`src/rtl/dtq_pkg.sv`:
```
// dtq_pkg: word types and constants shared by the direction cosine matrix to
// quaternion pipeline. No dependencies.
package dtq_pkg;

    // fixed-point format, chain lengths and lane count
    localparam int QFrac     = 14;
    localparam int SqrtSteps = 16;
    localparam int DivSteps  = 30;
    localparam int Lanes     = 3;

    // branch codes
    localparam logic [1:0] BR_TRACE = 2'd0;
    localparam logic [1:0] BR_X     = 2'd1;
    localparam logic [1:0] BR_Y     = 2'd2;
    localparam logic [1:0] BR_Z     = 2'd3;

    // input word: one matrix
    typedef struct packed {
        logic signed [15:0] r00;
        logic signed [15:0] r01;
        logic signed [15:0] r02;
        logic signed [15:0] r10;
        logic signed [15:0] r11;
        logic signed [15:0] r12;
        logic signed [15:0] r20;
        logic signed [15:0] r21;
        logic signed [15:0] r22;
    } in_word_t;

    // output word: one quaternion
    typedef struct packed {
        logic signed [15:0] scalar_part;
        logic signed [15:0] vec_x;
        logic signed [15:0] vec_y;
        logic signed [15:0] vec_z;
        logic [1:0]         branch_used;
        logic               degenerate;
    } out_word_t;

    // numerators and branch, carried along the chain
    typedef struct packed {
        logic [1:0]              branch;
        logic [Lanes-1:0]        neg;
        logic [Lanes-1:0][16:0]  mag;
    } ctx_t;

    // square root cell word
    typedef struct packed {
        ctx_t        ctx;
        logic [31:0] n;
        logic [17:0] rem;
        logic [15:0] root;
    } sqrt_t;

    // divider cell word
    typedef struct packed {
        logic [1:0]             branch;
        logic [Lanes-1:0]       neg;
        logic [15:0]            root;
        logic [Lanes-1:0][29:0] dvd;
        logic [Lanes-1:0][15:0] rem;
        logic [Lanes-1:0][29:0] quo;
    } div_t;

endpackage

```
`src/rtl/dtq_sqrt_cell.sv`:
```
// dtq_sqrt_cell: one root digit per cell, radicand shifts two bits per cell.
// Depends on dtq_pkg.
module dtq_sqrt_cell (
    input  logic           clk,
    input  logic           rst_n,
    input  logic           in_valid,
    output logic           in_ready,
    input  dtq_pkg::sqrt_t in_word,
    output logic           out_valid,
    input  logic           out_ready,
    output dtq_pkg::sqrt_t out_word
);

    logic           valid_reg;
    dtq_pkg::sqrt_t word_reg;
    dtq_pkg::sqrt_t word_next;
    logic [19:0]    trial;
    logic [19:0]    cmp;

    // one digit of the restoring square root
    always_comb
    begin
        trial     = {in_word.rem, in_word.n[31:30]};
        cmp       = {2'b00, in_word.root, 2'b01};
        word_next = in_word;
        word_next.n = {in_word.n[29:0], 2'b00};
        if (trial >= cmp)
        begin
            word_next.rem  = 18'(trial - cmp);
            word_next.root = {in_word.root[14:0], 1'b1};
        end
        else
        begin
            word_next.rem  = trial[17:0];
            word_next.root = {in_word.root[14:0], 1'b0};
        end
    end

    assign in_ready = !valid_reg || out_ready;

    // cell valid
    always_ff @(posedge clk or negedge rst_n)
    begin
        if (!rst_n)
            valid_reg <= 1'b0;
        else if (in_ready)
            valid_reg <= in_valid;
    end

    // cell payload
    always_ff @(posedge clk)
    begin
        if (in_ready && in_valid)
            word_reg <= word_next;
    end

    assign out_valid = valid_reg;
    assign out_word  = word_reg;

endmodule

```
`config.mk`:
```
export PLATFORM = sky130hd
export DESIGN_NAME = dtq_sqrt_cell
export DESIGN_NICKNAME = d
export VERILOG_FILES = /design/src/rtl/dtq_pkg.sv /design/src/rtl/dtq_sqrt_cell.sv
export SDC_FILE = /design/constraint.sdc
export NUM_CORES = 1
export LEC_CHECK = 0
export BUFFER_PORTS_ARGS = -buffer_cell sky130_fd_sc_hd__buf_2
export CAP_MARGIN = 25
export CORE_MARGIN = 3
export CORE_UTILIZATION = 49
export CTS_CLUSTER_SIZE = 16
export DETAILED_ROUTE_END_ITERATION = 16
export PLACE_DENSITY_LB_ADDON = 0.12
export SLEW_MARGIN = 10
export SYNTH_ARGS = -nofsm -noshare
export SYNTH_HDL_FRONTEND = slang
export SYNTH_SLANG_ARGS = --single-unit
```
`constraint.sdc`:
```
create_clock -name clk -period 9.4 [get_ports clk]
set_clock_uncertainty 0.1 [all_clocks]
set_input_delay 1.88 -clock clk [delete_from_list [all_inputs] [get_ports clk]]
set_output_delay 1.88 -clock clk [all_outputs]
set_load 0.05 [all_outputs]
```
==> results.yml <==
run_status:
  status: "finished clean"
final_layout:
  finish.instance_area_um2: 6840
  final_nets: 696
  num_antenna_cells: 0
  final_util: 0.723
  final_layout_size_suffix_gt1_frac: 0.529
  final_cells: 694
  syn2layout_area_growth_pct: 40.6
sta:
  slew-limit-headroom: 0.415
  final_critical_path_share_of_the_clock_period: 0.462
  final-max-slew-violation-count: 0
  report.final.hold_viol_count: 0
  worst_pin_slew_ns: 0.877
  top_achievable_clock_speed_mhz: 230
  hold_ws_ns: 0.435
  period_needed_ns: 4.35
  setup_viol_count_final: 0
  grt_setup_unrepaired: "false"
  postLayoutSetupSlackWorst_ns: 5.05
  tns_setup_ns: 0
setup_path:
  critical_path.top_delay_family: "buffers and inverters"
  critical_path.startpoint: "out_ready"
  critPathLaunchType: "primary input"
  path_depth: 3
  worst-endpoint-required_ns: 7.42
  path_class: "in -> out"
  reg2reg_setup_slack_ns: 6.99
  critical_path.endpoint: "in_ready"
  cp.arrival_ns: 2.37
  r2r.worst_path.cells: 3
  critical_path_cell_list: "buf_2 > nand2b_1 > buf_2"
  critical_path.max_stage_delay_ns: 0.28
  critical_path.max_fanout: 3
  reg2reg_end: "out_word[22]$_DFFE_PP_"
  path_buf_inv: 2
  reg2reg_from: "out_valid$_DFFE_PN0N_"
  end_kind: "output pin"
  slowest_stage_cell_crit_path: "sky130_fd_sc_hd__buf_2"
  worst_path_most_repeated_cell: "sky130_fd_sc_hd__buf_2"
logic_synthesis:
  yosys_warnings: 0
  synth.cell_area_um2: 4860
  synth.top_cell.area_share: 0.741
  synth_top_cells_by_area: "sky130_fd_sc_hd__edfxtp_1 74%, sky130_fd_sc_hd__ha_1 4.6%, sky130_fd_sc_hd__mux2_2 3.0%"
  synth_enable_flop_cells: 120
  cell_accounting_for_the_most_synthesized_area: "sky130_fd_sc_hd__edfxtp_1"
  synthCells: 290
  ys.flop_type: "sky130_fd_sc_hd__edfxtp_1"
  post-synth-top-count-cell: "sky130_fd_sc_hd__edfxtp_1"
  yosysUniqueCellTypes: 45
  synth_seq_cells: 121
  synth.top_cells.by_count: "120 x sky130_fd_sc_hd__edfxtp_1, 20 x sky130_fd_sc_hd__inv_1, 18 x sky130_fd_sc_hd__ha_1"
  synth_sequential_area_ratio: 0.746
  async_reset_ff_frac: 0.00826
  synth.avg_cell_area_um2: 16.8
routing:
  drtIter0Drc: 217
  viasPerCell: 4.92
  count_of_unresolved_drc_violations_after_routing: 0
  detail_route.wl_per_cell_um: 17.6
  vias_after_detailed_routing: 3414
  drt.antenna.violating_nets: 0
  drt_pass1_iterations: 4
  route.final.wire_length_um: 12200
floorplan:
  die-area_um2: 11200
  chipHeight_um: 106
  design.core.area_um2: 9460
  initial_core_utilization: 0.514
  dieWidth_um: 106
  pin_count: 250
  placement_rows: 35
clocking:
  cts_max_path_buffers: 2
  deepest_level_of_the_cts_h_tree: 4
  clk_pin_slew_worst_paths_ns: 0.06
  clk_latency_ns: 0.49
  clock_sink_count: 121
  postCtsSetupRepairBufs: 0
  cts_tree: "done"
  cts-resized-gates: 0
  cts_made_buffers: 17
  cts-root-buf: "sky130_fd_sc_hd__clkbuf_8"
  holdBufCountCts: 0
placed_design:
  io_buffers: 247
  gp_congestion: 0.793
  post-place-cells: 662
  placement.cell_area_um2: 6230
  placement.setup.worst_slack_ns: 5.06
  dp.final_hpwl_um: 9390
power:
  max-vdd-ir-drop_uv: 143
  fin_total_pwr_mw: 1.58
  p_leak_nw: 2.99
  pwr_density_cell_nw_per_um2: 231
global_route:
  grt_pass1_vias: 3425
  antenna_found_initial: 0
  track_usage: 0.218
  globalRouteOverflowTotal: 0
  largest_net_degree_at_the_start_of_global_routing: 70
  grt_pass1_wl_um: 18400
min_path:
  holdCritPathClass: "reg -> reg"
run:
  drv_cap: 0
## power breakdown
part | internal, mW | switching, mW | leakage, nW
clock network | 0.412 | 0.244 | 0.290
logic | 0.0805 | 0.199 | 1.54
registers | 0.638 | 0.00784 | 1.15
total | 1.13 | 0.451 | 2.99
## logic make-up (layout without fill, tap and decap cells)
family / Yosys count / after routing / share of synthesized area
and+or+nand+nor: 49 / 49 / 0.0499
AOI/OAI and AO/OA: 43 / 43 / 0.0671
DFF: 121 / 121 / 0.746
muxes: 18 / 18 / 0.0409
buffers and inverters: 26 / 300 / 0.0237
adders and majority gates: 18 / 18 / 0.0463
other: 1 / 2 / 0.000771
xor gates and xnor gates: 14 / 14 / 0.0252
## tightest hold or removal path, cell delays in order, from the launching register on
cell	delay, ns
sky130_fd_sc_hd__dfrtp_1	0.33
sky130_fd_sc_hd__nand2b_1	0.09
sky130_fd_sc_hd__nand2b_1	0.08
## worst min-delay path by stage
stage	from	slack (ns)	depth (start not counted)	endpoint
after floorplan	out_valid$_DFFE_PN0N_	1.08	2	out_valid$_DFFE_PN0N_
after global placement	out_valid$_DFFE_PN0N_	0.41	2	out_valid$_DFFE_PN0N_
after detailed placement	out_valid$_DFFE_PN0N_	0.42	2	out_valid$_DFFE_PN0N_
after CTS	out_valid$_DFFE_PN0N_	0.44	2	out_valid$_DFFE_PN0N_
after global routing	out_valid$_DFFE_PN0N_	0.47	2	out_valid$_DFFE_PN0N_
final	out_valid$_DFFE_PN0N_	0.44	2	out_valid$_DFFE_PN0N_
## routing by layer
metal | GRT usage | part of all wire
met4 | 0.0675 | 0.017
met3 | 0.0778 | 0.073
met2 | 0.389 | 0.55
met1 | 0.244 | 0.36
met5 | 0 | 0
## cell type report
class / count / area, µm²
Clock buffer: 18 / 418
Clock inverter: 14 / 186
Fill cell: 705 / 2620
Inverter: 20 / 75.1
Multi-Input combinational cell: 144 / 1130
Sequential cell: 121 / 3630
Tap cell: 129 / 161
Timing Repair Buffer: 248 / 1240
## cell usage in the layout (no fill, tap or decap), types with 2 or more instances in the layout
cell type,instances
sky130_fd_sc_hd__edfxtp_1,120
sky130_fd_sc_hd__nand3_1,5
sky130_fd_sc_hd__xnor2_1,10
sky130_fd_sc_hd__nor2_1,11
sky130_fd_sc_hd__nand2_1,12
sky130_fd_sc_hd__a211oi_1,3
sky130_fd_sc_hd__xor2_1,4
sky130_fd_sc_hd__a31oi_1,3
sky130_fd_sc_hd__o21a_1,6
sky130_fd_sc_hd__mux2_2,13
sky130_fd_sc_hd__conb_1,2
sky130_fd_sc_hd__clkbuf_16,16
sky130_fd_sc_hd__buf_2,247
sky130_fd_sc_hd__inv_1,20
sky130_fd_sc_hd__nand2b_1,5
sky130_fd_sc_hd__mux2_1,2
sky130_fd_sc_hd__o21ai_2,2
sky130_fd_sc_hd__clkinv_4,2
sky130_fd_sc_hd__mux2i_1,3
sky130_fd_sc_hd__nor3_1,6
sky130_fd_sc_hd__o21ai_0,2
sky130_fd_sc_hd__inv_6,6
sky130_fd_sc_hd__bufinv_16,3
sky130_fd_sc_hd__clkinvlp_4,2
sky130_fd_sc_hd__a21o_1,2
sky130_fd_sc_hd__a21oi_1,15
sky130_fd_sc_hd__ha_1,18
sky130_fd_sc_hd__nand4_1,2
## flip-flops by register name, indices dropped and copies added, names as in the netlist
| name | cells |
|---|---|
| out_valid | 1 |
| out_word | 120 |
No activity file was read; power rests on OpenSTA's default activity.
