===== src/rtl/dtq_pkg.sv =====
// dtq_pkg: word types and constants shared by the direction cosine matrix to
// quaternion pipeline. No dependencies.
package dtq_pkg;

    // fixed-point format, chain lengths and lane count
    localparam int QFrac     = 14;
    localparam int SqrtSteps = 16;
    localparam int DivSteps  = 30;
    localparam int Lanes     = 3;

    // branch codes
    localparam logic [1:0] BR_TRACE = 2'd0;
    localparam logic [1:0] BR_X     = 2'd1;
    localparam logic [1:0] BR_Y     = 2'd2;
    localparam logic [1:0] BR_Z     = 2'd3;

    // input word: one matrix
    typedef struct packed {
        logic signed [15:0] r00;
        logic signed [15:0] r01;
        logic signed [15:0] r02;
        logic signed [15:0] r10;
        logic signed [15:0] r11;
        logic signed [15:0] r12;
        logic signed [15:0] r20;
        logic signed [15:0] r21;
        logic signed [15:0] r22;
    } in_word_t;

    // output word: one quaternion
    typedef struct packed {
        logic signed [15:0] scalar_part;
        logic signed [15:0] vec_x;
        logic signed [15:0] vec_y;
        logic signed [15:0] vec_z;
        logic [1:0]         branch_used;
        logic               degenerate;
    } out_word_t;

    // numerators and branch, carried along the chain
    typedef struct packed {
        logic [1:0]              branch;
        logic [Lanes-1:0]        neg;
        logic [Lanes-1:0][16:0]  mag;
    } ctx_t;

    // square root cell word
    typedef struct packed {
        ctx_t        ctx;
        logic [31:0] n;
        logic [17:0] rem;
        logic [15:0] root;
    } sqrt_t;

    // divider cell word
    typedef struct packed {
        logic [1:0]             branch;
        logic [Lanes-1:0]       neg;
        logic [15:0]            root;
        logic [Lanes-1:0][29:0] dvd;
        logic [Lanes-1:0][15:0] rem;
        logic [Lanes-1:0][29:0] quo;
    } div_t;

endpackage


===== src/rtl/dtq_front.sv =====
// dtq_front: branch choice, radicand and numerators, first pipeline stage.
// Depends on dtq_pkg.
module dtq_front (
    input  logic             clk,
    input  logic             rst_n,
    input  logic             in_valid,
    output logic             in_ready,
    input  dtq_pkg::in_word_t in_word,
    output logic             out_valid,
    input  logic             out_ready,
    output dtq_pkg::sqrt_t   out_word
);

    logic              valid_reg;
    dtq_pkg::sqrt_t    word_reg;
    dtq_pkg::sqrt_t    word_next;

    logic signed [17:0] m00, m01, m02, m10, m11, m12, m20, m21, m22;
    logic signed [17:0] tr;
    logic signed [18:0] rad;
    logic [16:0]        rad_c;
    logic [1:0]         branch;
    logic signed [17:0] num0, num1, num2;

    // sign-extend elements
    assign m00 = 18'(in_word.r00);
    assign m01 = 18'(in_word.r01);
    assign m02 = 18'(in_word.r02);
    assign m10 = 18'(in_word.r10);
    assign m11 = 18'(in_word.r11);
    assign m12 = 18'(in_word.r12);
    assign m20 = 18'(in_word.r20);
    assign m21 = 18'(in_word.r21);
    assign m22 = 18'(in_word.r22);
    assign tr  = m00 + m11 + m22;

    // branch select, radicand and numerators
    always_comb
    begin
        if (tr > 18'sd0)
        begin
            branch = dtq_pkg::BR_TRACE;
            rad    = 19'(tr) + 19'sd16384;
            num0   = m21 - m12;
            num1   = m02 - m20;
            num2   = m10 - m01;
        end
        else if (m00 > m11 && m00 > m22)
        begin
            branch = dtq_pkg::BR_X;
            rad    = 19'sd16384 + 19'(m00) - 19'(m11) - 19'(m22);
            num0   = m21 - m12;
            num1   = m01 + m10;
            num2   = m02 + m20;
        end
        else if (m11 > m22)
        begin
            branch = dtq_pkg::BR_Y;
            rad    = 19'sd16384 + 19'(m11) - 19'(m00) - 19'(m22);
            num0   = m02 - m20;
            num1   = m01 + m10;
            num2   = m12 + m21;
        end
        else
        begin
            branch = dtq_pkg::BR_Z;
            rad    = 19'sd16384 + 19'(m22) - 19'(m00) - 19'(m11);
            num0   = m10 - m01;
            num1   = m02 + m20;
            num2   = m12 + m21;
        end
    end

    // clamp negative radicand
    assign rad_c = rad[18] ? 17'd0 : rad[16:0];

    // build the first cell word
    always_comb
    begin
        word_next.ctx.branch = branch;
        word_next.ctx.neg[0] = num0[17];
        word_next.ctx.neg[1] = num1[17];
        word_next.ctx.neg[2] = num2[17];
        word_next.ctx.mag[0] = num0[17] ? 17'(-num0) : num0[16:0];
        word_next.ctx.mag[1] = num1[17] ? 17'(-num1) : num1[16:0];
        word_next.ctx.mag[2] = num2[17] ? 17'(-num2) : num2[16:0];
        word_next.n          = {1'b0, rad_c, {dtq_pkg::QFrac{1'b0}}};
        word_next.rem        = '0;
        word_next.root       = '0;
    end

    assign in_ready = !valid_reg || out_ready;

    // stage valid
    always_ff @(posedge clk or negedge rst_n)
    begin
        if (!rst_n)
            valid_reg <= 1'b0;
        else if (in_ready)
            valid_reg <= in_valid;
    end

    // stage payload
    always_ff @(posedge clk)
    begin
        if (in_ready && in_valid)
            word_reg <= word_next;
    end

    assign out_valid = valid_reg;
    assign out_word  = word_reg;

endmodule


===== config.mk =====
export PLATFORM = sky130hd
export DESIGN_NAME = dtq_front
export DESIGN_NICKNAME = d
export VERILOG_FILES = /design/src/rtl/dtq_pkg.sv /design/src/rtl/dtq_front.sv
export SDC_FILE = /design/constraint.sdc
export NUM_CORES = 1
export LEC_CHECK = 0
export BUFFER_PORTS_ARGS = -buffer_cell sky130_fd_sc_hd__buf_4
export CAP_MARGIN = 20
export CELL_PAD_IN_SITES_DETAIL_PLACEMENT = 2
export CELL_PAD_IN_SITES_GLOBAL_PLACEMENT = 2
export CORE_MARGIN = 3
export CORE_UTILIZATION = 38
export DETAILED_ROUTE_END_ITERATION = 8
export PLACE_DENSITY_LB_ADDON = 0.1
export SETUP_SLACK_MARGIN = 0.4
export SLEW_MARGIN = 30
export SYNTH_ARGS = -nofsm -noshare
export SYNTH_HDL_FRONTEND = slang
export SYNTH_SLANG_ARGS = --single-unit

===== constraint.sdc =====
create_clock -name clk -period 7.66 [get_ports clk]
set_clock_uncertainty 0.15 [all_clocks]
set_input_delay 0 -clock clk [delete_from_list [all_inputs] [get_ports clk]]
set_output_delay 0 -clock clk [all_outputs]
set_load 0.02 [all_outputs]

==> impl_summary.md <==
CTS
The clock latency on the worst-skew pair is 0.37 ns. The clock tree buffer depth is 2. For this design, the sink count on the clock tree is between 70 and 80. The CTS tree is done. CTS placed an instance of sky130_fd_sc_hd__clkbuf_16 at the clock tree root. After clock tree synthesis, the clock-pin slew on the worst setup and hold paths is about 0.06 ns.

The total clock buffers created by CTS is 9. The post-CTS setup buffer count is 0. The number of H-tree levels is 3.

Logic synthesis
After synthesis the cells add up to 17100 um2. The predominant post-synthesis flop cell is sky130_fd_sc_hd__edfxtp_1. The unique cell type count in the Yosys netlist is 93.

The Yosys step of the flow raised 0 warnings. Sequential cells were found to cover 13.0% of the synthesized design area. Synthesis produced around 2100 cells. In the synthesized netlist the async set-or-reset flop fraction comes to approximately 1.4%. In this run, synthesis inferred 73 flip-flops with an integrated enable. Counting flops and latches in the post-synthesis netlist gives 74. In this run the mean area of a mapped cell was about 8.3 um2.

GRT
Across every metal layer, demand over resource in global routing totals between 20 and 30%. The number of global-route vias before repair is around 17000. The number of antenna violations at the first check in global routing is 0. Entering global routing, the biggest net connects 74 pins. The global route total overflow is 0.

The first global-routing pass estimated about 100000 um of wire.

Route
In the routed layout, each cell is associated on average with a via count of roughly 5.6. Dividing the detail-routed wire length by the instance count gives 23.4 um. The routed layout has approximately 16000 vias. The number of design-rule violations left by the first detailed-router iteration is roughly 710. The count of nets left with antenna violations once routing finished came out at 0. The number of detailed-routing iterations run before antenna repair is 5. The DRC violations left is 0. The final layout contains routed wiring with a total length of between 60000 and 70000 um.

Layout
The number of inserted diodes is 0. The final non-filler cell total is approximately 2800. The final layout contains about 2800 nets. From synthesis to final layout, the design area changed by 14.2%. The final standard cell area without fillers is between 15000 and 20000 um2.

The fraction of layout instances using a drive strength above 1 is between 10% and 20%.

STA
The count of final max-slew check failures is 0. The highest attainable clock frequency is 0.163 GHz. The number of setup violations in the final report is 0. In the finished design, the share of the clock period the worst path needs comes to 80.2%. The final hold violation count came to 0. The transition time at the pin with the least slew margin is 1.07 ns. Setup repair after global routing left no endpoint under its margin. The worst setup margin is approximately 1.5 ns. Measured against its own limit, the worst slew margin works out to 28.2%. The accumulated negative setup slack is 0 ns. The clock period minus worst slack is ~6.1 ns.

Die
The vertical extent of the die is roughly 220 um. The initial utilization of the core area, before any placement, comes to slightly below 40%. The width of the die is ~220 um.

The number of rows created at floorplan is just under 80. The number of ports placed on the die boundary is 272. The floorplan step defined a die boundary enclosing around 48000 um2.

The core footprint is ~44000 um2.

Setup path
STA classifies the critical path endpoint as a register. The element type at the critical path start is an input pin. The largest fanout of any net on the critical path is 38.

The kind of critical path is in2reg. The required arrival time at the worst endpoint is around 7.6 ns. For the worst setup path, the data arrival time is around 6.1 ns.

Power and ir drop
The combinational share of power is 70.4%. The part of the power in registers is between 10% and 20%. The fraction of power spent switching nets is approximately 50%. Dividing total power by cell area gives a power density of slightly above 200 nW/um2. The clock share of power is 12.4%. The internal portion of the total power is 1.97 mW. The analysis attributes to net switching a power of 2.00 mW. The worst-case IR drop observed on VDD is ~110 uV. The leakage power figure is between 9 and 10 nW.

Place
The wire-length estimate of the detail-placed layout is about 56000 um. The pre-CTS worst setup slack is ~1.3 ns. The count of buffers from port buffering is 222. The final weighted congestion of routability-driven global placement is around 0.9.

The number of cells after detailed placement is roughly 2800. The post-detailed-placement cell area is approximately 19000 um2.

Run status
The run finished with clean final reports.

Min path
The worst hold path belongs to the class in2reg.

Run
The tool flagged a number of max-cap violations equal to 0.
## worst paths after layout
check	startpoint	end	slack, ns	cells past startpoint
max in group asynchronous	rst_n	out_valid	6.92	3
setup reg to reg	out_valid	out_word[84]	5.72	3
hold / removal	in_word[129]	out_word[49]	0.15	4
min in group asynchronous	rst_n	out_valid	0.34	3
setup / recovery	in_word[7]	out_word[97]	1.52	26
hold reg to reg	out_valid	out_valid	1.05	3
## cell families (layout without fill, tap and decap cells)
group	Yosys count	count (layout)	share of synthesized area, %
and+or+nand+nor	519	519	15.2
xor gates and xnor gates	154	154	7.89
adders and majority gates	377	377	30.8
DFF	74	74	13.0
other	1	49	0.0219
muxes	54	54	3.23
AOI/OAI and AO/OA	552	552	21.4
buffers and inverters	324	465	8.48
## power groups by stage
stage | clock (mW) | combinational, mW | sequential, mW
floorplan | 0 | 1.73 | 0.774
global placement | 0 | 2.68 | 0.691
detailed placement | 0 | 2.77 | 0.687
CTS | 0.497 | 2.80 | 0.683
global route | 0.511 | 3.05 | 0.688
finish | 0.493 | 2.79 | 0.684
## timing repair
item                       4_1_cts  5_1_grt
hold endpoints to repair         2        0
hold buffers                     4        0
setup endpoints to repair        0        0
resized for setup                0        0
## state kept, by name, indices dropped and copies added, names as in the netlist
register   count
out_word      73
out_valid      1
## layout make-up
type	count	area, um2
Tap cell	592	741
Multi-Input combinational cell	1705	13600
Timing Repair Buffer	246	1860
Clock inverter	7	92.6
Clock buffer	9	225
Fill cell	5052	24800
Sequential cell	74	2220
Inverter	203	762
## critical path: stages
cell and delay [ns]:
sky130_fd_sc_hd__buf_4 0.11, sky130_fd_sc_hd__inv_1 0.16, sky130_fd_sc_hd__fa_1 0.58, sky130_fd_sc_hd__inv_1 0.08
sky130_fd_sc_hd__ha_1 0.44, sky130_fd_sc_hd__nand4_1 0.24, sky130_fd_sc_hd__nor4b_1 0.39, sky130_fd_sc_hd__nor2_1 0.11
sky130_fd_sc_hd__a31oi_1 0.32, sky130_fd_sc_hd__o21ai_0 0.16, sky130_fd_sc_hd__nand2b_1 0.11, sky130_fd_sc_hd__xnor2_1 0.15
sky130_fd_sc_hd__ha_1 0.19, sky130_fd_sc_hd__nor4bb_1 0.27, sky130_fd_sc_hd__nand4_1 0.15, sky130_fd_sc_hd__a2111oi_2 0.24
sky130_fd_sc_hd__nand4_1 0.28, sky130_fd_sc_hd__o21ai_4 0.24, sky130_fd_sc_hd__buf_4 0.43, sky130_fd_sc_hd__nand2_1 0.12
sky130_fd_sc_hd__mux2i_1 0.24, sky130_fd_sc_hd__inv_1 0.07, sky130_fd_sc_hd__ha_1 0.25, sky130_fd_sc_hd__o21ai_0 0.30
sky130_fd_sc_hd__o21ai_0 0.28, sky130_fd_sc_hd__xnor2_1 0.19
## synth_stat cells (38+ instances only)
master / number / share of area (%)
sky130_fd_sc_hd__nor3_1: 53 / 1.6
sky130_fd_sc_hd__inv_1: 202 / 4.4
sky130_fd_sc_hd__o21ai_0: 104 / 3.0
sky130_fd_sc_hd__xnor2_1: 109 / 5.6
sky130_fd_sc_hd__a21oi_1: 150 / 4.4
sky130_fd_sc_hd__ha_1: 303 / 22
sky130_fd_sc_hd__nand2_1: 123 / 2.7
sky130_fd_sc_hd__buf_4: 50 / 2.2
sky130_fd_sc_hd__fa_1: 74 / 8.7
sky130_fd_sc_hd__xor2_1: 45 / 2.3
sky130_fd_sc_hd__edfxtp_1: 73 / 13
sky130_fd_sc_hd__nor2_1: 139 / 3.1
sky130_fd_sc_hd__mux2i_1: 45 / 2.6
sky130_fd_sc_hd__clkbuf_1: 38 / 0.83
## layer usage
layer / track usage, % / routed length (um) / vias to the layer above
li1: - / - / 7479
met1: 32.4 / 27200 / 7898
met2: 50.7 / 34200 / 297
met3: 2.10 / 1720 / 113
met4: 12.8 / 3170 / 0
met5: 0 / 0 / -
## stage by stage
stage | hold slack, ns | total power [mW] | utilization (%)
after floorplan | -0.446 | 2.50 | -
after global placement | -0.375 | 3.37 | 43.2
after detailed placement | -0.372 | 3.46 | 43.3
after CTS | 0.166 | 3.98 | 44.1
after global routing | 0.222 | 4.25 | 44.1
final | 0.154 | 3.97 | 44.1
## layout by cell type, fill, tap and decap left out, drive strengths merged, types with 10 or more instances in the layout
cell	count
a21oi	150
o22ai	13
a21o	32
edfxtp	73
nor2b	31
o21a	26
fa	74
inv	204
conb	49
o21bai	22
o211ai	19
and2	12
and3	17
buf	242
nor2	139
a211oi	30
nor3	53
mux2i	45
nand2b	33
xor2	45
or2	10
nand3	27
o31ai	30
nor4	11
nand4	11
ha	303
o21ai	111
xnor2	109
or3	13
nand2	124
a31oi	23
Note: power is estimated with default switching activity, not from simulation.
