===== config.mk =====
export PLATFORM = sky130hd
export DESIGN_NAME = dtq_div_cell
export DESIGN_NICKNAME = d
export VERILOG_FILES = /design/src/rtl/dtq_pkg.sv /design/src/rtl/dtq_div_cell.sv
export SDC_FILE = /design/constraint.sdc
export NUM_CORES = 1
export LEC_CHECK = 0
export BUFFER_PORTS_ARGS = -buffer_cell sky130_fd_sc_hd__buf_4
export CORE_AREA = 4 4 193 195
export DETAILED_ROUTE_END_ITERATION = 7
export DIE_AREA = 0 0 197 199
export SYNTH_ARGS = -nofsm -noshare
export SYNTH_HDL_FRONTEND = slang
export SYNTH_SLANG_ARGS = --single-unit
export TNS_END_PERCENT = 10

===== constraint.sdc =====
create_clock -name clk -period 6.95 [get_ports clk]
set_input_delay 0.695 -clock clk [delete_from_list [all_inputs] [get_ports clk]]
set_output_delay 0.695 -clock clk [all_outputs]
set_load 0.05 [all_outputs]

===== src/rtl/dtq_pkg.sv =====
// dtq_pkg: word types and constants shared by the direction cosine matrix to
// quaternion pipeline. No dependencies.
package dtq_pkg;

    // fixed-point format, chain lengths and lane count
    localparam int QFrac     = 14;
    localparam int SqrtSteps = 16;
    localparam int DivSteps  = 30;
    localparam int Lanes     = 3;

    // branch codes
    localparam logic [1:0] BR_TRACE = 2'd0;
    localparam logic [1:0] BR_X     = 2'd1;
    localparam logic [1:0] BR_Y     = 2'd2;
    localparam logic [1:0] BR_Z     = 2'd3;

    // input word: one matrix
    typedef struct packed {
        logic signed [15:0] r00;
        logic signed [15:0] r01;
        logic signed [15:0] r02;
        logic signed [15:0] r10;
        logic signed [15:0] r11;
        logic signed [15:0] r12;
        logic signed [15:0] r20;
        logic signed [15:0] r21;
        logic signed [15:0] r22;
    } in_word_t;

    // output word: one quaternion
    typedef struct packed {
        logic signed [15:0] scalar_part;
        logic signed [15:0] vec_x;
        logic signed [15:0] vec_y;
        logic signed [15:0] vec_z;
        logic [1:0]         branch_used;
        logic               degenerate;
    } out_word_t;

    // numerators and branch, carried along the chain
    typedef struct packed {
        logic [1:0]              branch;
        logic [Lanes-1:0]        neg;
        logic [Lanes-1:0][16:0]  mag;
    } ctx_t;

    // square root cell word
    typedef struct packed {
        ctx_t        ctx;
        logic [31:0] n;
        logic [17:0] rem;
        logic [15:0] root;
    } sqrt_t;

    // divider cell word
    typedef struct packed {
        logic [1:0]             branch;
        logic [Lanes-1:0]       neg;
        logic [15:0]            root;
        logic [Lanes-1:0][29:0] dvd;
        logic [Lanes-1:0][15:0] rem;
        logic [Lanes-1:0][29:0] quo;
    } div_t;

endpackage


===== src/rtl/dtq_div_cell.sv =====
// dtq_div_cell: one quotient bit per cell for each of the three numerator lanes.
// Depends on dtq_pkg.
module dtq_div_cell (
    input  logic          clk,
    input  logic          rst_n,
    input  logic          in_valid,
    output logic          in_ready,
    input  dtq_pkg::div_t in_word,
    output logic          out_valid,
    input  logic          out_ready,
    output dtq_pkg::div_t out_word
);

    logic          valid_reg;
    dtq_pkg::div_t word_reg;
    dtq_pkg::div_t word_next;
    logic [dtq_pkg::Lanes-1:0][16:0] part;

    // restoring division step in every lane
    always_comb
    begin
        word_next = in_word;
        for (int i = 0; i < dtq_pkg::Lanes; i++)
        begin
            part[i] = {in_word.rem[i], in_word.dvd[i][29]};
            word_next.dvd[i] = {in_word.dvd[i][28:0], 1'b0};
            if (part[i] >= {1'b0, in_word.root})
            begin
                word_next.rem[i] = 16'(part[i] - {1'b0, in_word.root});
                word_next.quo[i] = {in_word.quo[i][28:0], 1'b1};
            end
            else
            begin
                word_next.rem[i] = part[i][15:0];
                word_next.quo[i] = {in_word.quo[i][28:0], 1'b0};
            end
        end
    end

    assign in_ready = !valid_reg || out_ready;

    // cell valid
    always_ff @(posedge clk or negedge rst_n)
    begin
        if (!rst_n)
            valid_reg <= 1'b0;
        else if (in_ready)
            valid_reg <= in_valid;
    end

    // cell payload
    always_ff @(posedge clk)
    begin
        if (in_ready && in_valid)
            word_reg <= word_next;
    end

    assign out_valid = valid_reg;
    assign out_word  = word_reg;

endmodule


==> impl_metrics.ini, run 1 <==
[cells_and_area]
final_nets = 1466
multi_input_area_sq_mm = 0.00285
antennaDiodeCount = 0
fill_cells = 3286
drive_above_1_share = 0.503
final_util = 0.441
syn_to_final_growth_pct = 50.0
register_area_sq_mm = 0.00741

[cts]
cts_max_level = 1
clock_sinks = 247
cts_root_buf = clkbuf_16
cts_made_buffers = 29
cts.path.max_buffers = 3
clk_pin_slew_ns = 0.06
clk_latency_ns = 0.55
cts_resized = 0
cts_tree = built

[yosys]
ys_async_sr_fraction = 0.00405
avgSynthCellArea_sq_um = 16.3
ys.flop_type = edfxtp_1
synth_top_area_cell = edfxtp_1
synth.distinct_cells = 61
synth_edf_count = 246
synth_top_cell_area_share = 0.710
synthCells = 639
syn_area_sq_mm = 0.0104
yosysWarnings = 0
ys_seq_area_frac = 0.712
yosys-top-cells-area = edfxtp_1 (71%), ha_1 (5.8%), mux2_2 (4.2%)
synth-seq-cells = 247

[timing]
hold_viol_final = 0
setup_viol = 0
relSlewSlack = 0.255
timing.final.crit_share = 0.438
setup_tns_ns = 0
clock.fmax_mhz = 328
maxSlewViolCount = 0
rsz0062_at_grt = false
skew_ns = 0.0129
fin_crit_ns = 3.04
worst_slew_pin_slew_ns = 1.11

[power_and_ir_drop]
cellPowerDensity_mw_per_mm2 = 271
ir_drop_mv = 0.188
power.leakage_uw = 0.00661
power.total_uw = 4220

[die]
ios = 504
die_h_um = 199
initial_utilization = 0.294
fp.dieW_um = 197
num_rows = 69
core_area_sq_mm = 0.0354
die_area_sq_mm = 0.0392

[setup_path]
criticalPathCategory = in2reg
path_max_fanout = 19
crit_path_end_kind = register
worstPathArrival_ns = 3.34
cp-start-kind = primary input
r2r_slack_ns = 4.23
required_ns = 7.24

[grt]
antenna_found_initial = 6
grtUsageMet2 = 0.325
grt_max_degree = 168
grt_use_met1 = 0.198
gr-usage-met3 = 0.0596
track_usage = 0.177
grt_pass1_vias = 7696
busiest_layer = met2
overflow = 0
grt_pass1_wl_um = 51100

[hold_path]
hp-class = in2reg

[detailed_routing]
vias = 7690
drt_pass1_iterations = 5
drt.antenna.violating_nets = 0
drc = 0
wl_per_cell_um = 23.1
vias_per_cell = 4.67
drtIter0Drc = 365
routed_wl_um = 38000

[placed_design]
place_congestion = 0.828
portBuffers = 497
dp_hpwl_um = 30000

[status]
outcome = finished, final reports clean

[flow_run]
drv_cap = 0
==> cells in the final DEF, fill, tap and decap left out, types with 17 or more instances in the layout <==
cell	n
buf_4	497
a31oi_1	17
mux2_2	39
inv_1	27
a21oi_1	33
edfxtp_1	246
ha_1	48
xnor2_1	24
clkbuf_16	29
nor2_1	29
==> layout make-up <==
type | count | area share
Tap cell | 461 | 0.0369
Timing Repair Buffer | 499 | 0.241
Sequential cell | 247 | 0.475
Clock inverter | 23 | 0.0118
Inverter | 27 | 0.00649
Multi-Input combinational cell | 358 | 0.182
Clock buffer | 30 | 0.0467
==> through the flow <==
step	std cells	worst slack, ns	area (sq um)	hold WS [ns]
final	1645	3.91	15600	0.314
after global routing	1645	3.70	15600	0.276
after CTS	1645	3.91	15600	0.275
after detailed placement	1591	3.31	14700	0.472
after global placement	1591	3.34	14700	0.471
after floorplan	641	2.22	10400	0.399
==> worst max-delay path, stage by stage <==
cell	delay (ns)
buf_4	0.15
inv_1	0.11
ha_1	0.29
nor2b_1	0.17
o31a_1	0.22
o31a_1	0.17
o2111ai_1	0.15
a31oi_2	0.94
mux2_2	0.43
==> final timing paths <==
| path | from | endpoint | depth (start not counted) |
|---|---|---|---|
| hold reg to reg | out_valid$_DFFE_PN0N_ | out_valid$_DFFE_PN0N_ | 2 |
| setup / recovery | in_word[229] | out_word[110]$_DFFE_PP_ | 9 |
| min in group asynchronous | rst_n | out_valid$_DFFE_PN0N_ | 2 |
| hold / removal | in_word[84] | out_word[85]$_DFFE_PP_ | 1 |
| max in group asynchronous | rst_n | out_valid$_DFFE_PN0N_ | 2 |
| setup reg to reg | out_valid$_DFFE_PN0N_ | out_word[37]$_DFFE_PP_ | 3 |
==> Yosys cell counts, types with 9 or more instances <==
cell type / instances
o21a_1: 9
a21oi_1: 33
ha_1: 48
a21o_1: 15
inv_1: 27
nand2_1: 16
nor2_1: 29
mux2_2: 39
edfxtp_1: 246
xor2_1: 9
nand2b_1: 10
xnor2_1: 24
o21ai_0: 14
a31oi_1: 17
==> sequential cells by signal, indices dropped and copies added (netlist names) <==
signal,flops
out_word,246
out_valid,1
==> timing repair <==
item	4_1_cts	5_1_grt
buffers inserted	0	0
hold endpoints to repair	1	0
endpoints found under the setup margin	0	0
hold buffers	1	0
==> kinds of logic after synthesis <==
family                     count (synthesis)  synth area share
AOI/OAI and AO/OA                        129            0.0846
xor gates and xnor gates                  33            0.0278
adders and majority gates                 51            0.0635
buffers and inverters                     36            0.0155
DFF                                      247             0.712
muxes                                     45            0.0484
other                                      1          0.000360
and+or+nand+nor                           97            0.0480
==> report_power, final <==
group,internal (uW),switching [uW],total (uW)
sequential,1770,28.5,1800
combinational,350,619,969
clock,813,643,1460
total,2930,1290,4220
==> per-layer routing <==
| metal | part of all wire | wire [um] |
|---|---|---|
| met5 | 0.0016 | 60 |
| met4 | 0.018 | 667 |
| met3 | 0.092 | 3490 |
| met2 | 0.53 | 20000 |
| met1 | 0.36 | 13800 |
(Power assumes the default switching activity.)
==> run 2, diff against run 1 <==
- ABC_AREA: default -> 1
- CORE_AREA: 4 4 193 195 -> 4 4 191 193
- DIE_AREA: 0 0 197 199 -> 0 0 195 197
- clock period: 6.95 -> 2.64 ns (I/O delays scaled with it)
==> run 2 against run 1 <==
  * First-iteration DRC count is 57% higher
  * Non-clock buffer count increased by 248
  * Critical path depth increased by 5
  * Clock skew fell by 0.0015 ns
  * Total power grew to 2.8 times the previous value
  * Sequential share of layout area fell by 9.0 points
  * Final cell count rose by 41%
  * Routed wire length grew 23%
  * Synthesized cell count is 67% higher
  * Largest cell class unchanged
  * Largest power group unchanged
==> impl_metrics.ini, run 2 <==
[cts]
cts_tree = built
cts_made_buffers = 29
clk_latency_ns = 0.57
cts.path.max_buffers = 3
cts_max_level = 1
clock_sinks = 247
cts_resized = 0
cts_root_buf = clkbuf_16
clk_pin_slew_ns = 0.06

[grt]
grt_pass1_wl_um = 66800
antenna_found_initial = 12
grt_pass1_vias = 10500
overflow = 0
grt_max_degree = 88
track_usage = 0.230

[power_and_ir_drop]
pwr-share-seq = 0.399
power.leakage_uw = 0.00911
cellPowerDensity_mw_per_mm2 = 615
p_int_uw = 8160
clkPwrFrac = 0.346
power_switching_uw = 3690
switching_share = 0.312
ir_drop_mv = 0.562
p_comb_frac = 0.256

[die]
fp.dieW_um = 195
core_area_sq_mm = 0.0345
ios = 504
die_area_sq_mm = 0.0384
num_rows = 68
die_h_um = 197
initial_utilization = 0.335

[cells_and_area]
final_cell_mix = buf_4 (510), nand2_1 (349), edfxtp_1 (246), dlygate4sd3_1 (234), inv_1 (152)
final_nets = 2136
drive_above_1_share = 0.335
largest_reg_flops = 246
multi_input_area_sq_mm = 0.00344
register_area_sq_mm = 0.00741
syn_to_final_growth_pct = 66.6
fill_cells = 3021
layout_commonest_cell = buf_4
final_cells = 2319

[placed_design]
dp_hpwl_um = 35100
dpl.cell_count = 2022
portBuffers = 497
place_congestion = 0.902

[yosys]
synth-seq-cells = 247
synth.most_common_cell = nand2_1
yosys-top-cells-area = edfxtp_1 (64%), nand2_1 (11%), ha_1 (5.2%)
ys.flop_type = edfxtp_1
synth_commonest_cells = nand2_1 (349), edfxtp_1 (246), inv_1 (152), nand3_1 (82), ha_1 (48)
synth_top_cell_area_share = 0.639
syn_area_sq_mm = 0.0116
synth_edf_count = 246
ys_seq_area_frac = 0.641
ys_async_sr_fraction = 0.00405
yosysWarnings = 0
synthCells = 1066
avgSynthCellArea_sq_um = 10.8
synth.distinct_cells = 34
synth_top_area_cell = edfxtp_1

[detailed_routing]
drt.antenna.violating_nets = 0
drt_pass1_iterations = 5
vias_per_cell = 4.52
routed_wl_um = 46800
vias = 10500
drtIter0Drc = 574
drc = 0
wl_per_cell_um = 20.2

[setup_path]
crit_path_end_kind = register
required_ns = 2.96
worstPathArrival_ns = 2.65
criticalPathCategory = in2reg
path_max_fanout = 17
reg2reg_depth = 3
cp-start-kind = primary input

[timing]
setup_viol = 0
maxSlewViolCount = 0
rsz0062_at_grt = false
setup_tns_ns = 0
fin_crit_ns = 2.32
skew_ns = 0.0114
hold_viol_final = 0
timing.final.crit_share = 0.881
clock.fmax_mhz = 430

[status]
outcome = finished, final reports clean

[hold_path]
hp-class = in2reg
whs_path_depth = 3

[flow_run]
drv_cap = 0
## run 2: cell count changes after synthesis, sizes merged, moves of 16 or more
| cell | change |
|---|---|
| a31oi | -18 |
| o21ai | -16 |
| xnor2 | -21 |
| nand2 | +366 |
| inv | +136 |
| nand3 | +81 |
| mux2 | -40 |
## run 2: layout make-up
class,instances,share of cell area
well taps,455,0.0296
diodes,9,0.00117
flip-flops and latches,247,0.385
clock buffers,29,0.0377
inverters,163,0.0318
multi-input cells,644,0.179
clock inverters,25,0.0127
repair buffers,747,0.324
## run 2: kinds of logic after synthesis
family          Yosys count  share of synthesized area
compound gates           34                     0.0160
fa+ha+maj                51                     0.0572
flops                   247                      0.641
xor+xnor                 18                     0.0136
buf+inv                 177                     0.0627
other cells               1                   0.000325
simple gates            538                      0.209
## run 2: repair_timing
item,CTS,global route
buffers inserted,0,0
hold buffers,234,0
endpoints found under the hold margin,232,0
## run 2: worst paths after layout
kind,startpoint,to,slack [ns]
worst max-delay path,in_word[237],out_word[135]$_DFFE_PP_,0.32
worst min-delay path,in_word[117],out_word[118]$_DFFE_PP_,0.03
worst max register to register,out_valid$_DFFE_PN0N_,out_word[17]$_DFFE_PP_,0.89
worst min register to register,out_valid$_DFFE_PN0N_,out_word[213]$_DFFE_PP_,0.70
max in group asynchronous,rst_n,out_valid$_DFFE_PN0N_,1.90
min in group asynchronous,rst_n,out_valid$_DFFE_PN0N_,0.61
## run 2: power by group through the flow
stage               Combinational [uW]  Clock [uW]  Sequential, uW
floorplan                          855           0            5680
global placement                  2700           0            4800
detailed placement                2720           0            4800
CTS                               3040        4210            4720
global route                      3230        4370            4740
finish                            3030        4100            4720
## run 2: stage by stage
step / util / area (sq um) / worst slack, ns / total power, uW / hold WS (ns)
2_1_floorplan: - / 11600 / -2.50 / 6530 / -0.0316
3_3_place_gp: 0.461 / 15900 / 0.302 / 7490 / 0.0524
3_5_place_dp: 0.461 / 15900 / 0.288 / 7520 / 0.0541
4_1_cts: 0.557 / 19200 / 0.319 / 12000 / 0.000499
5_1_grt: 0.557 / 19200 / 0.163 / 12300 / 0.00512
6_report: 0.557 / 19300 / 0.315 / 11900 / 0.0333
## run 2: worst max-delay path, cell delays in order
cell           delay, ns
dlygate4sd3_1       0.56
buf_4               0.15
inv_1               0.24
ha_1                0.35
nand2_1             0.09
inv_1               0.07
nand2_2             0.07
nor2_2              0.05
nand3_1             0.08
nand2_2             0.06
nor2_4              0.27
nand2_4             0.22
nand2_1             0.12
nand2_1             0.05
## run 2: routing by layer
| metal | vias up | part of all wire | global-route usage |
|---|---|---|---|
| li1 | 5076 | - | - |
| met1 | 4938 | 0.40 | 0.280 |
| met2 | 375 | 0.50 | 0.409 |
| met3 | 86 | 0.065 | 0.0552 |
| met4 | 6 | 0.034 | 0.0654 |
| met5 | - | 0.00086 | 0 |
